===== config.mk =====
export PLATFORM = sky130hd
export DESIGN_NAME = imu_to_frame_time_interpolator_core
export DESIGN_NICKNAME = d
export VERILOG_FILES = /design/src/design/itfti_pkg.sv /design/src/design/imu_to_frame_time_interpolator_core.sv /design/src/design/itfti_front.sv /design/src/design/itfti_back.sv
export SDC_FILE = /design/constraint.sdc
export NUM_CORES = 2
export LEC_CHECK = 0
export BUFFER_PORTS_ARGS = -buffer_cell sky130_fd_sc_hd__buf_2
export CAP_MARGIN = 5
export CORE_ASPECT_RATIO = 1.1
export CORE_UTILIZATION = 45
export CTS_CLUSTER_SIZE = 20
export DETAILED_ROUTE_END_ITERATION = 8
export GPL_TIMING_DRIVEN = 0
export PLACE_DENSITY = 0.63
export SYNTH_ARGS = -nofsm -noshare
export SYNTH_HDL_FRONTEND = slang
export SYNTH_SLANG_ARGS = --single-unit
export TNS_END_PERCENT = 1

===== constraint.sdc =====
create_clock -name clk_i -period 35.7 [get_ports clk_i]
set_input_delay 5.355 -clock clk_i [delete_from_list [all_inputs] [get_ports clk_i]]
set_output_delay 5.355 -clock clk_i [all_outputs]
set_load 0.01 [all_outputs]

===== src/design/itfti_pkg.sv =====
`timescale 1ns / 1ps
`default_nettype none
package itfti_pkg;

  localparam int unsigned SampleBitsDef   = 16;
  localparam int unsigned FractionBitsDef = 16;
  localparam int unsigned NumChannels     = 6;
  localparam int unsigned TimeBits        = 64;
  localparam int unsigned SkewBits        = 32;
  localparam int unsigned BudgetBits      = 8;
  localparam logic [SkewBits-1:0]   SkewReset   = 32'd50000000;
  localparam logic [BudgetBits-1:0] BudgetReset = 8'd100;
  localparam logic [BudgetBits-1:0] SpentMax    = 8'd255;

  localparam logic CfgMaxSkew = 1'b0;
  localparam logic CfgBudget  = 1'b1;

  typedef enum logic [1:0] {
    StOk       = 2'd0,
    StTooOld   = 2'd1,
    StZeroIntv = 2'd2,
    StBudget   = 2'd3
  } status_e;

  typedef enum logic [1:0] {
    BkIdle,
    BkDivide,
    BkMultiply,
    BkOutput
  } back_state_e;

  // Control word that the front part hands over with each job.
  typedef struct packed {
    status_e      status;
    logic         interp;
    logic [TimeBits-1:0] target;
  } job_ctrl_t;

endpackage
`default_nettype wire


===== src/design/imu_to_frame_time_interpolator_core.sv =====
`timescale 1ns / 1ps
`default_nettype none
// A failure answer goes from the front part's one-entry queue straight to the output state;
// an interpolated answer first takes 16 division steps, a closing step and 6 multiplies.
// A word per cycle is taken unless a job waits while the back part is busy;
// the back part takes no new job until its answer has been accepted at the output.
// Reset: rst_ni is asynchronous and active low; it empties the window and the queue.
module imu_to_frame_time_interpolator_core #(
  parameter int unsigned SAMPLE_BITS   = itfti_pkg::SampleBitsDef,
  parameter int unsigned FRACTION_BITS = itfti_pkg::FractionBitsDef
) (
  input  wire logic        clk_i,
  input  wire logic        rst_ni,
  input  wire logic        s_axis_tvalid,
  output logic             s_axis_tready,
  // tdata from bit 0: sample time, gyro_x, gyro_y, gyro_z, accel_x, accel_y, accel_z.
  input  wire logic [((64 + 6*SAMPLE_BITS + 7)/8)*8-1:0] s_axis_tdata,
  // tuser: kind.
  input  wire logic        s_axis_tuser,
  output logic             m_axis_tvalid,
  input  wire logic        m_axis_tready,
  // tdata from bit 0: frame_time_ns, out_gyro_x .. out_accel_z.
  output logic [((64 + 6*SAMPLE_BITS + 7)/8)*8-1:0] m_axis_tdata,
  // tuser: status.
  output logic [1:0]       m_axis_tuser,
  input  wire logic        cfg_valid_i,
  output logic             cfg_ready_o,
  input  wire logic [7:0]  cfg_index_i,
  input  wire logic [31:0] cfg_data_i
);
  import itfti_pkg::*;

  localparam int unsigned ChW   = NumChannels * SAMPLE_BITS;
  localparam int unsigned DataW = ((TimeBits + ChW + 7) / 8) * 8;

  logic                 job_valid, job_ready;
  job_ctrl_t            job_ctrl;
  logic [TimeBits-1:0]  job_num, job_den, out_time;
  logic [ChW-1:0]       job_old, job_new, out_ch;

  // Configuration is always taken; indices beyond the two registers are dropped.
  assign cfg_ready_o = 1'b1;

  itfti_front #(.SampleBits(SAMPLE_BITS)) u_front (
    .clk_i, .rst_ni,
    .in_valid_i    (s_axis_tvalid),
    .in_ready_o    (s_axis_tready),
    .in_kind_i     (s_axis_tuser),
    .in_ts_i       (s_axis_tdata[TimeBits-1:0]),
    .in_ch_i       (s_axis_tdata[TimeBits +: ChW]),
    .cfg_valid_i   (cfg_valid_i),
    .cfg_index_i   (cfg_index_i[0]),
    .cfg_index_ok_i(cfg_index_i[7:1] == 7'd0),
    .cfg_data_i    (cfg_data_i),
    .job_valid_o   (job_valid),
    .job_ready_i   (job_ready),
    .job_ctrl_o    (job_ctrl),
    .job_num_o     (job_num),
    .job_den_o     (job_den),
    .job_old_o     (job_old),
    .job_new_o     (job_new)
  );

  itfti_back #(.SampleBits(SAMPLE_BITS), .FractionBits(FRACTION_BITS)) u_back (
    .clk_i, .rst_ni,
    .job_valid_i (job_valid),
    .job_ready_o (job_ready),
    .job_ctrl_i  (job_ctrl),
    .job_num_i   (job_num),
    .job_den_i   (job_den),
    .job_old_i   (job_old),
    .job_new_i   (job_new),
    .out_valid_o (m_axis_tvalid),
    .out_ready_i (m_axis_tready),
    .out_status_o(m_axis_tuser),
    .out_time_o  (out_time),
    .out_ch_o    (out_ch)
  );

  assign m_axis_tdata = DataW'({out_ch, out_time});
endmodule
`default_nettype wire


===== src/design/itfti_front.sv =====
`timescale 1ns / 1ps
`default_nettype none
module itfti_front #(
  parameter int unsigned SampleBits = itfti_pkg::SampleBitsDef
) (
  input  wire logic                                  clk_i,
  input  wire logic                                  rst_ni,
  input  wire logic                                  in_valid_i,
  output logic                                       in_ready_o,
  input  wire logic                                  in_kind_i,
  input  wire logic [itfti_pkg::TimeBits-1:0]        in_ts_i,
  input  wire logic [itfti_pkg::NumChannels*SampleBits-1:0] in_ch_i,
  input  wire logic                                  cfg_valid_i,
  input  wire logic                                  cfg_index_i,
  input  wire logic                                  cfg_index_ok_i,
  input  wire logic [itfti_pkg::SkewBits-1:0]        cfg_data_i,
  output logic                                       job_valid_o,
  input  wire logic                                  job_ready_i,
  output itfti_pkg::job_ctrl_t                       job_ctrl_o,
  output logic [itfti_pkg::TimeBits-1:0]             job_num_o,
  output logic [itfti_pkg::TimeBits-1:0]             job_den_o,
  output logic [itfti_pkg::NumChannels*SampleBits-1:0] job_old_o,
  output logic [itfti_pkg::NumChannels*SampleBits-1:0] job_new_o
);
  import itfti_pkg::*;

  logic [SkewBits-1:0]   skew_q;
  logic [BudgetBits-1:0] budget_q;
  logic [TimeBits-1:0]   new_ts_q, target_q;
  logic [NumChannels*SampleBits-1:0] new_ch_q;
  logic [1:0]            held_q;
  logic                  pending_q;
  logic [BudgetBits-1:0] spent_q;

  // One-entry queue towards the back part.
  logic                  jv_q;
  job_ctrl_t             jc_q;
  logic [TimeBits-1:0]   jn_q, jd_q;
  logic [NumChannels*SampleBits-1:0] jo_q, jw_q;

  logic                  take;
  logic [1:0]            held_n;
  logic [BudgetBits-1:0] spent_n, budget_eff;
  logic                  too_old, bracket, emit;
  status_e               st;

  assign in_ready_o = !jv_q || job_ready_i;
  assign take       = in_valid_i && in_ready_o;
  assign budget_eff = (budget_q == '0) ? BudgetBits'(1) : budget_q;
  assign held_n     = (held_q == 2'd2) ? held_q : held_q + 2'd1;
  assign spent_n    = (spent_q == SpentMax) ? spent_q : spent_q + BudgetBits'(1);

  // Tests on the window after the incoming sample has shifted in.
  always_comb begin
    too_old = (in_ts_i < target_q) &&
              ((target_q - in_ts_i) > {{(TimeBits-SkewBits){1'b0}}, skew_q});
    bracket = (new_ts_q <= target_q) && (in_ts_i >= target_q);
    emit    = 1'b0;
    st      = StOk;
    if (!in_kind_i && pending_q) begin
      if (held_n == 2'd2 && too_old) begin
        emit = 1'b1;
        st   = StTooOld;
      end else if (held_n == 2'd2 && bracket) begin
        emit = 1'b1;
        st   = (in_ts_i == new_ts_q) ? StZeroIntv : StOk;
      end else if (spent_n >= budget_eff) begin
        emit = 1'b1;
        st   = StBudget;
      end
    end
  end

  always_ff @(posedge clk_i or negedge rst_ni) begin
    if (!rst_ni) begin
      skew_q    <= SkewReset;
      budget_q  <= BudgetReset;
      new_ts_q  <= '0;
      new_ch_q  <= '0;
      target_q  <= '0;
      held_q    <= '0;
      pending_q <= 1'b0;
      spent_q   <= '0;
      jv_q      <= 1'b0;
    end else begin
      if (cfg_valid_i && cfg_index_ok_i) begin
        case (cfg_index_i)
          CfgMaxSkew: skew_q   <= cfg_data_i;
          CfgBudget:  budget_q <= cfg_data_i[BudgetBits-1:0];
          default:    ;
        endcase
      end
      if (job_ready_i) jv_q <= 1'b0;
      if (take) begin
        if (in_kind_i) begin
          target_q  <= in_ts_i;
          pending_q <= 1'b1;
          spent_q   <= '0;
        end else begin
          new_ts_q <= in_ts_i;
          new_ch_q <= in_ch_i;
          held_q   <= held_n;
          if (pending_q) spent_q <= spent_n;
          if (emit) begin
            pending_q <= 1'b0;
            jv_q      <= 1'b1;
          end
        end
      end
    end
  end

  always_ff @(posedge clk_i) begin
    if (take && emit) begin
      jc_q.status <= st;
      jc_q.interp <= (st == StOk);
      jc_q.target <= target_q;
      jn_q        <= target_q - new_ts_q;
      jd_q        <= in_ts_i - new_ts_q;
      jo_q        <= new_ch_q;
      jw_q        <= in_ch_i;
    end
  end

  assign job_valid_o = jv_q;
  assign job_ctrl_o  = jc_q;
  assign job_num_o   = jn_q;
  assign job_den_o   = jd_q;
  assign job_old_o   = jo_q;
  assign job_new_o   = jw_q;
endmodule
`default_nettype wire


===== src/design/itfti_back.sv =====
`timescale 1ns / 1ps
`default_nettype none
module itfti_back #(
  parameter int unsigned SampleBits   = itfti_pkg::SampleBitsDef,
  parameter int unsigned FractionBits = itfti_pkg::FractionBitsDef
) (
  input  wire logic                                    clk_i,
  input  wire logic                                    rst_ni,
  input  wire logic                                    job_valid_i,
  output logic                                         job_ready_o,
  input  itfti_pkg::job_ctrl_t                         job_ctrl_i,
  input  wire logic [itfti_pkg::TimeBits-1:0]          job_num_i,
  input  wire logic [itfti_pkg::TimeBits-1:0]          job_den_i,
  input  wire logic [itfti_pkg::NumChannels*SampleBits-1:0] job_old_i,
  input  wire logic [itfti_pkg::NumChannels*SampleBits-1:0] job_new_i,
  output logic                                         out_valid_o,
  input  wire logic                                    out_ready_i,
  output logic [1:0]                                   out_status_o,
  output logic [itfti_pkg::TimeBits-1:0]               out_time_o,
  output logic [itfti_pkg::NumChannels*SampleBits-1:0] out_ch_o
);
  import itfti_pkg::*;

  localparam int unsigned AlphaBits = FractionBits + 1;
  localparam int unsigned DiffBits  = SampleBits + 1;
  localparam int unsigned ProdBits  = AlphaBits + DiffBits + 1;
  localparam int unsigned CntBits   = $clog2(FractionBits + 1);
  localparam int unsigned ChBits    = $clog2(NumChannels);

  back_state_e state_q, state_d;
  logic [CntBits-1:0]  cnt_q;
  logic [ChBits-1:0]   ch_q;
  logic [TimeBits:0]   rem_q;
  logic [TimeBits-1:0] den_q;
  logic [AlphaBits-1:0] q_q;
  logic [1:0]          st_q;
  logic [TimeBits-1:0] tgt_q;
  logic [NumChannels*SampleBits-1:0] old_q, new_q, res_q;

  logic [TimeBits:0]   rem_sh;
  logic                ge;
  logic signed [SampleBits-1:0] a_s, b_s;
  logic signed [DiffBits-1:0]   diff;
  logic signed [ProdBits-1:0]   prod;
  logic signed [ProdBits-1:0]   shifted;
  logic [SampleBits-1:0]        res_ch;

  assign rem_sh = {rem_q[TimeBits-1:0], 1'b0};
  assign ge     = rem_sh >= {1'b0, den_q};
  assign a_s    = old_q[ch_q*SampleBits +: SampleBits];
  assign b_s    = new_q[ch_q*SampleBits +: SampleBits];
  assign diff   = DiffBits'(b_s) - DiffBits'(a_s);
  assign prod   = $signed({1'b0, q_q}) * diff;
  assign shifted = prod >>> FractionBits;
  assign res_ch = SampleBits'(ProdBits'(a_s) + shifted);

  assign job_ready_o  = (state_q == BkIdle);
  assign out_valid_o  = (state_q == BkOutput);
  assign out_status_o = st_q;
  assign out_time_o   = tgt_q;
  assign out_ch_o     = res_q;

  always_comb begin
    state_d = state_q;
    case (state_q)
      BkIdle:     if (job_valid_i) state_d = job_ctrl_i.interp ? BkDivide : BkOutput;
      BkDivide:   if (cnt_q == CntBits'(FractionBits)) state_d = BkMultiply;
      BkMultiply: if (ch_q == ChBits'(NumChannels - 1)) state_d = BkOutput;
      BkOutput:   if (out_ready_i) state_d = BkIdle;
      default:    state_d = BkIdle;
    endcase
  end

  always_ff @(posedge clk_i or negedge rst_ni) begin
    if (!rst_ni) begin
      state_q <= BkIdle;
      cnt_q   <= '0;
      ch_q    <= '0;
    end else begin
      state_q <= state_d;
      if (state_q == BkIdle) begin
        cnt_q <= '0;
        ch_q  <= '0;
      end
      if (state_q == BkDivide) cnt_q <= cnt_q + CntBits'(1);
      if (state_q == BkMultiply) ch_q <= ch_q + ChBits'(1);
    end
  end

  // Restoring division one quotient bit a cycle, then one channel a cycle.
  always_ff @(posedge clk_i) begin
    case (state_q)
      BkIdle: begin
        if (job_valid_i) begin
          st_q  <= job_ctrl_i.status;
          tgt_q <= job_ctrl_i.target;
          den_q <= job_den_i;
          old_q <= job_old_i;
          new_q <= job_new_i;
          res_q <= '0;
          if (job_num_i >= job_den_i) begin
            rem_q <= {1'b0, job_num_i - job_den_i};
            q_q   <= AlphaBits'(1);
          end else begin
            rem_q <= {1'b0, job_num_i};
            q_q   <= '0;
          end
        end
      end
      BkDivide: begin
        if (cnt_q != CntBits'(FractionBits)) begin
          rem_q <= ge ? rem_sh - {1'b0, den_q} : rem_sh;
          q_q   <= {q_q[AlphaBits-2:0], ge};
        end
      end
      BkMultiply: res_q[ch_q*SampleBits +: SampleBits] <= res_ch;
      default: ;
    endcase
  end
endmodule
`default_nettype wire


; Word-level counts from Yosys, hierarchy flattened
; Index checks and enable logic that the tools add are counted.
; Widths: inputs -> output; s select.
[classes]
add_sub_neg = 12
multipliers = 1
div_mod_pow = 0
magnitude_cmp = 7
n_eq_ne = 15
n_shift = 4
muxes = 42
bitwise_logic = 2
reduce_logical = 29
[ops]
columns = operator, count
row1 = $sub 64x64->64, 5
row2 = $mux 64, 4
row3 = $pmux 96 s2, 1
row4 = $shiftx 96x8->16, 2
row5 = $ge 64x64->1, 2
row6 = $pmux 64 s2, 1
row7 = $bwmux 96, 1
row8 = $mux 96, 1
row9 = $shift 16x34->96 const A, 1
row10 = $shiftx 16x34->96, 1
row11 = $ge 65x64->1, 1
row12 = $eq 64x64->1, 1
row13 = $gt 64x32->1, 1
row14 = $le 64x64->1, 1
row15 = $lt 64x64->1, 1
row16 = $mux 17, 2
row17 = $neg 7->34, 1
row18 = $pmux 17 s2, 1
row19 = $mul 18x17->32, 1
row20 = $mux 8, 4
row21 = $mux 2, 11
row22 = $sub 16x16->17, 1
row23 = $add 16x16->16, 1
row24 = $reduce_and 2->1, 8
row25 = 27 further kinds, 58
[totals]
ff_bits = 1172
latchBits = 0
ramBits = 0
romBits = 0
in_bits = 206
word_cells = 139
memories = 0

; Longest topological paths before layout
[logic_depth]
word_depth = 10
depth_mapped = 55
ltp_nobuf = 51

; Modules after synthesis
; Synthesis repeated with hierarchy kept, for this count alone.
[hier_totals]
hier_cells = 6894
hier_area_um2 = 73543.0
[by_module_without_submodules]
columns = mod, n_inst, cells_each, area_each_um2, seq_area_each_um2
row1 = itfti_back, 1, 3727, 38386.8, 15234.6
row2 = itfti_front, 1, 3163, 35124.9, 18546.5
row3 = imu_to_frame_time_interpolator_core, 1, 4, 31.3, 0.0

; Least setup slack after synthesis
; OpenSTA, ideal clock, no wires.
[synth_timing]
path_type = input-to-reg
start = input port s_axis_tdata[22]
end = register u_front.jc_q, in the netlist u_front.job_ctrl_o[0], enable pin
t_arrival_ps = 28670
required_time_ps = 34333
slack_ps = 5663
stages = 12
path_buffers = 1
cell_sequence = inv_1 -> ha_1 -> clkbuf_1 -> nand4_1 -> or3_1 -> or4_1 -> or4_1 -> nor2_1 -> a21oi_1 -> nor2_1 -> o21ai_0 -> a31oi_1
[synth_between]
elab_chain_cells = 7
word_cells_on_any_way = 12
cone_classes = 1 x add/sub / 3 x order compare / 3 x mux / 5 x reduce/logical
[synth_lines]
columns = item, line_no
row1 = start: declaration, imu_to_frame_time_interpolator_core.sv:17  ; input wire logic [((64 + 6*SAMPLE_BITS + 7)/8)*8-1:0] s_axis_tdata,
row2 = $sub 64x64->64 / $ge 64x64->1 (equally long branches), "itfti_front.sv:56, itfti_front.sv:57"
row3 = $gt 64x32->1 / $logic_and 1x1->1 (equally long branches), "itfti_front.sv:56, itfti_front.sv:57"
row4 = $logic_and 1x1->1 (on tied branches), "itfti_front.sv:55, itfti_front.sv:64"
row5 = $logic_and 1x1->1 / $mux 1 (equally long branches), "itfti_front.sv:61, itfti_front.sv:64"
row6 = $mux 1 (*), itfti_front.sv:61  ; if (held_n == 2'd2 && too_old) begin
row7 = $mux 1 (*), itfti_front.sv:60  ; if (!in_kind_i && pending_q) begin
row8 = $logic_and 1x1->1 (*), itfti_front.sv:114  ; if (take && emit) begin
row9 = end: declaration, itfti_front.sv:37  ; job_ctrl_t jc_q;
; Every way passes the cells marked *; elsewhere a longest branch is shown, timed or not.
; A chain may end at the register's enable or synchronous reset.

; Worst setup path after layout
[layout_timing]
start = register u_back.ch_q[0]
end = register u_back.res_q[31] (netlist: u_back.out_ch_o[31]), data pin
[layout_between]
elab_chain_cells = 7
word_cells_on_any_way = 10
cone_classes = 3 x add/sub / 1 x mul / 4 x shift / 2 x mux
[layout_lines]
columns = item, line_no
row1 = start: declaration, itfti_back.sv:32  ; logic [ChBits-1:0] ch_q;
row2 = start signal: assignment, itfti_back.sv:86  ; if (state_q == BkMultiply) ch_q <= ch_q + ChBits'(1);
row3 = $shiftx 96x8->16 (on tied branches), "itfti_back.sv:51, itfti_back.sv:50"
row4 = $sub 16x16->17, itfti_back.sv:52  ; assign diff = DiffBits'(b_s) - DiffBits'(a_s);
row5 = $mul 18x17->32, itfti_back.sv:53  ; assign prod = $signed({1'b0, q_q}) * diff;
row6 = $add 16x16->16, itfti_back.sv:55  ; assign res_ch = SampleBits'(ProdBits'(a_s) + shifted);
row7 = $shiftx 16x34->96, itfti_back.sv:116  ; BkMultiply: res_q[ch_q*SampleBits +: SampleBits] <= res_ch;
row8 = $bwmux 96 (*), itfti_back.sv:116
row9 = $pmux 96 s2 (*), itfti_back.sv:92  ; case (state_q)
row10 = end signal: indexed assignment, itfti_back.sv:116
row11 = end: declaration, itfti_back.sv:38  ; logic [NumChannels*SampleBits-1:0] old_q, new_q, res_q;
; Marks and branches as above.

==> out/metrics.cfg <==
[status]
run_status = completed

[final_layout]
final_util_pct = 51.6
finalInstanceArea_mm2 = 0.0818
drive_above_1_share_pct = 9.61
syn_to_final_growth_pct = 13.3
design.final.nets = 8443

[synthesis]
synth_cell_type_count = 104
postSynthAreaPerCell_um2 = 10.4
synth_top_flop_cell = sky130_fd_sc_hd__edfxtp_1
synth_top_area_share_pct = 36.8
netlist.top_cell.by_area = sky130_fd_sc_hd__edfxtp_1
syn-num-nets = 7912
ys_async_sr_fraction_pct = 24.4
synth_seq_cells = 1172
ys_warn_count = 0
netlist_top_cells_area = sky130_fd_sc_hd__edfxtp_1 37%, sky130_fd_sc_hd__dfrtp_1 9.4%, sky130_fd_sc_hd__ha_1 8.8%, sky130_fd_sc_hd__fa_1 6.4%, sky130_fd_sc_hd__nand2_1 5.4%
synth_edf_count = 886
synth_cells = 6966
synth_seq_area_share_pct = 46.8
netlist_area_mm2 = 0.0722

[clocking]
number_of_cells_upsized_or_downsized_after_cts = 0
post_cts_hold_buffer_count = 0
worstSkewPairLatency_ns = 0.82
cts.sink_count = 1172
post_cts_setup_buffers = 0
htree_levels = 4
ctsLongestPathBuffers = 3
clk_root_buffer_cell = sky130_fd_sc_hd__clkbuf_16
cts_buffers = 132
clock_tree_from_tritoncts = done
clkSlewWorstSetupHoldPaths_ns = 0.06

[sta]
min_clock_period_post_route_ns = 17.22
rsz0062_at_grt = false
worst_clock_skew_ns = 0.0629
finalSetupTns_ns = 0
report.final.setup_viol = 0
achievable-frequency_mhz = 58.1
final_max_slew_viol_count = 0
period_share_pct = 48.2
hold_violations = 0
max-slew-margin-rel_pct = 11.5
finalHoldWorstSlack_ns = 0.405
worst_slew_pin_slew_ns = 1.32

[setup_path]
startpoint_to_endpoint_class_of_the_critical_path = reg2reg
crit_path_start_kind = flip-flop
worst_ep_arrival_time_ns = 17.89
timing.critical_path.to_type = flip-flop
crit_fanout = 10
worst_path_max_delay_cell = sky130_fd_sc_hd__nor3_1
critPathRequiredTime_ns = 36.37
worst_path_largest_cell_delay_ns = 0.91

[drt]
route.vias.total = 53700
drt_pass1_iterations = 6
route.detailed.vias_per_inst = 5.53
routedWlPerCell_um = 21.4
ant_nets = 0
route.final.wire_length_um = 208000
post-route-drc-count = 0
first_iter_violations = 4007

[die]
floorplan.core_area_mm2 = 0.159
design.portCount = 371
placementRows = 153
die-area_mm2 = 0.162
dieWidth_um = 384
dieHeight_um = 422
initial_utilization_pct = 45.5

[global_routing]
grt.met2_usage_pct = 43.6
grt_pass1_wl_um = 316000
top_usage_layer = met2
gr-usage-all-layers_pct = 25.5
grt.met1_usage_pct = 32.5
grt_antenna_before_repair = 20
global_route.overflow_total = 0
grt_util_met3_pct = 3.38
grt_start_max_net_pins = 107
vias_in_the_first_global_route = 53800

[placement]
dp_hpwl_um = 164000
placement.io_buffers = 369
dpl_cell_area_mm2 = 0.0774
weighted_congestion_at_the_end_of_routability_driven_global_placement = 0.963

[hold_path]
hold_class = reg2reg

[job]
maxCapViolations = 0

==> worst paths after layout <==
check                                       from  depth (start not counted)  slack (ns)                  end
max reg2reg                       u_back.ch_q[0]                         48       18.48  u_back.out_ch_o[31]
min in group asynchronous                 rst_ni                          1        4.50   u_front.spent_q[2]
max in group asynchronous                 rst_ni                          2       30.10      u_back.cnt_q[0]
min reg2reg                u_front.job_new_o[77]                          0        0.40     u_back.new_q[77]
max                               u_back.ch_q[0]                         48       18.48  u_back.out_ch_o[31]
min                        u_front.job_new_o[77]                          0        0.40     u_back.new_q[77]
==> final cells by class <==
class / count / area (um^2)
multi-input cells: 4838 / 34900
flip-flops and latches: 1172 / 33800
clock inverters: 70 / 880
fillers: 14200 / 76900
plain buffers: 255 / 981
repair buffers: 397 / 2490
clock buffers: 174 / 3550
diodes: 12 / 30.0
well taps: 2092 / 2620
inverters: 701 / 2630
==> per-stage QoR <==
step,worst slack (ns),instances
2_1_floorplan,5.66,6966
3_3_place_gp,-5.52,9427
3_5_place_dp,18.69,9455
4_1_cts,18.54,9699
5_1_grt,17.70,9699
6_report,18.48,9711
==> synthesized netlist by cell type (15+ instances only) <==
master and count:
sky130_fd_sc_hd__nand2_1 1036, sky130_fd_sc_hd__edfxtp_1 886, sky130_fd_sc_hd__inv_1 701, sky130_fd_sc_hd__ha_1 510
sky130_fd_sc_hd__o21ai_0 441, sky130_fd_sc_hd__a21oi_1 439, sky130_fd_sc_hd__nor2_1 321, sky130_fd_sc_hd__dfrtp_1 271
sky130_fd_sc_hd__clkbuf_1 233, sky130_fd_sc_hd__fa_1 230, sky130_fd_sc_hd__a21o_1 214, sky130_fd_sc_hd__xnor2_1 196
sky130_fd_sc_hd__and2_1 145, sky130_fd_sc_hd__xor2_1 129, sky130_fd_sc_hd__nand3_1 109, sky130_fd_sc_hd__nor2b_1 103
sky130_fd_sc_hd__nor3_1 84, sky130_fd_sc_hd__a211oi_1 78, sky130_fd_sc_hd__a21boi_0 72, sky130_fd_sc_hd__nand4_1 68
sky130_fd_sc_hd__nand2b_1 51, sky130_fd_sc_hd__o21bai_1 50, sky130_fd_sc_hd__mux2i_1 49, sky130_fd_sc_hd__o21a_1 49
sky130_fd_sc_hd__a31oi_1 45, sky130_fd_sc_hd__and3_1 34, sky130_fd_sc_hd__mux4_2 32, sky130_fd_sc_hd__o211ai_1 28
sky130_fd_sc_hd__o31ai_1 26, sky130_fd_sc_hd__nor4_1 21, sky130_fd_sc_hd__or2_2 18, sky130_fd_sc_hd__and4_1 17
sky130_fd_sc_hd__dfstp_2 15
==> layout by cell type, fill, tap and decap left out, types with 230 or more instances in the layout <==
| master | n |
|---|---|
| sky130_fd_sc_hd__clkbuf_1 | 266 |
| sky130_fd_sc_hd__inv_1 | 701 |
| sky130_fd_sc_hd__nor2_1 | 321 |
| sky130_fd_sc_hd__fa_1 | 230 |
| sky130_fd_sc_hd__ha_1 | 510 |
| sky130_fd_sc_hd__buf_2 | 373 |
| sky130_fd_sc_hd__nand2_1 | 1036 |
| sky130_fd_sc_hd__o21ai_0 | 441 |
| sky130_fd_sc_hd__a21oi_1 | 438 |
| sky130_fd_sc_hd__edfxtp_1 | 886 |
| sky130_fd_sc_hd__dfrtp_1 | 271 |
==> logic make-up after synthesis <==
family / count (synthesis) / share of synthesized area (%)
buf+inv: 956 / 5.00
fa+ha+maj: 740 / 15.2
flops: 1172 / 46.8
simple gates: 2055 / 13.0
xor+xnor: 326 / 3.97
mux: 95 / 1.90
compound gates: 1621 / 14.2
other cells: 1 / 0.00519
==> flip-flops by register name, summed over array words and instances, names as in the netlist, 17 cells and up <==
signal              flops
u_back.old_q           96
u_back.den_q           64
u_front.new_ts_q       64
u_front.job_num_o      64
u_front.target_q       64
u_front.job_old_o      96
u_front.skew_q         32
u_front.job_ctrl_o     67
u_back.rem_q           64
u_front.new_ch_q       96
u_front.job_den_o      64
u_front.job_new_o      96
u_back.out_ch_o        96
u_back.out_time_o      64
u_back.q_q             17
u_back.new_q           96
==> layer usage <==
| layer | part of all wire, % | routed length [um] |
|---|---|---|
| met1 | 41 | 85800 |
| met2 | 49 | 101000 |
| met3 | 5.6 | 11600 |
| met4 | 4.3 | 8850 |
| met5 | 0.017 | 35 |
==> worst max-delay path, delay by kind of cell (launching register included) <==
kind | cells | cell delay [ns]
flip-flops | 1 | 0.38
XOR/XNOR | 4 | 1.65
adder cells (fa/ha/maj) | 9 | 4.06
AO/OA/AOI/OAI | 16 | 4.12
buffers and inverters | 11 | 4.56
AND/OR/NAND/NOR | 7 | 1.99
multiplexers | 1 | 0.29
Power is left out: the tool's default activity adds up to more than one toggle a clock period on the data nets, which glitch-free logic cannot reach.
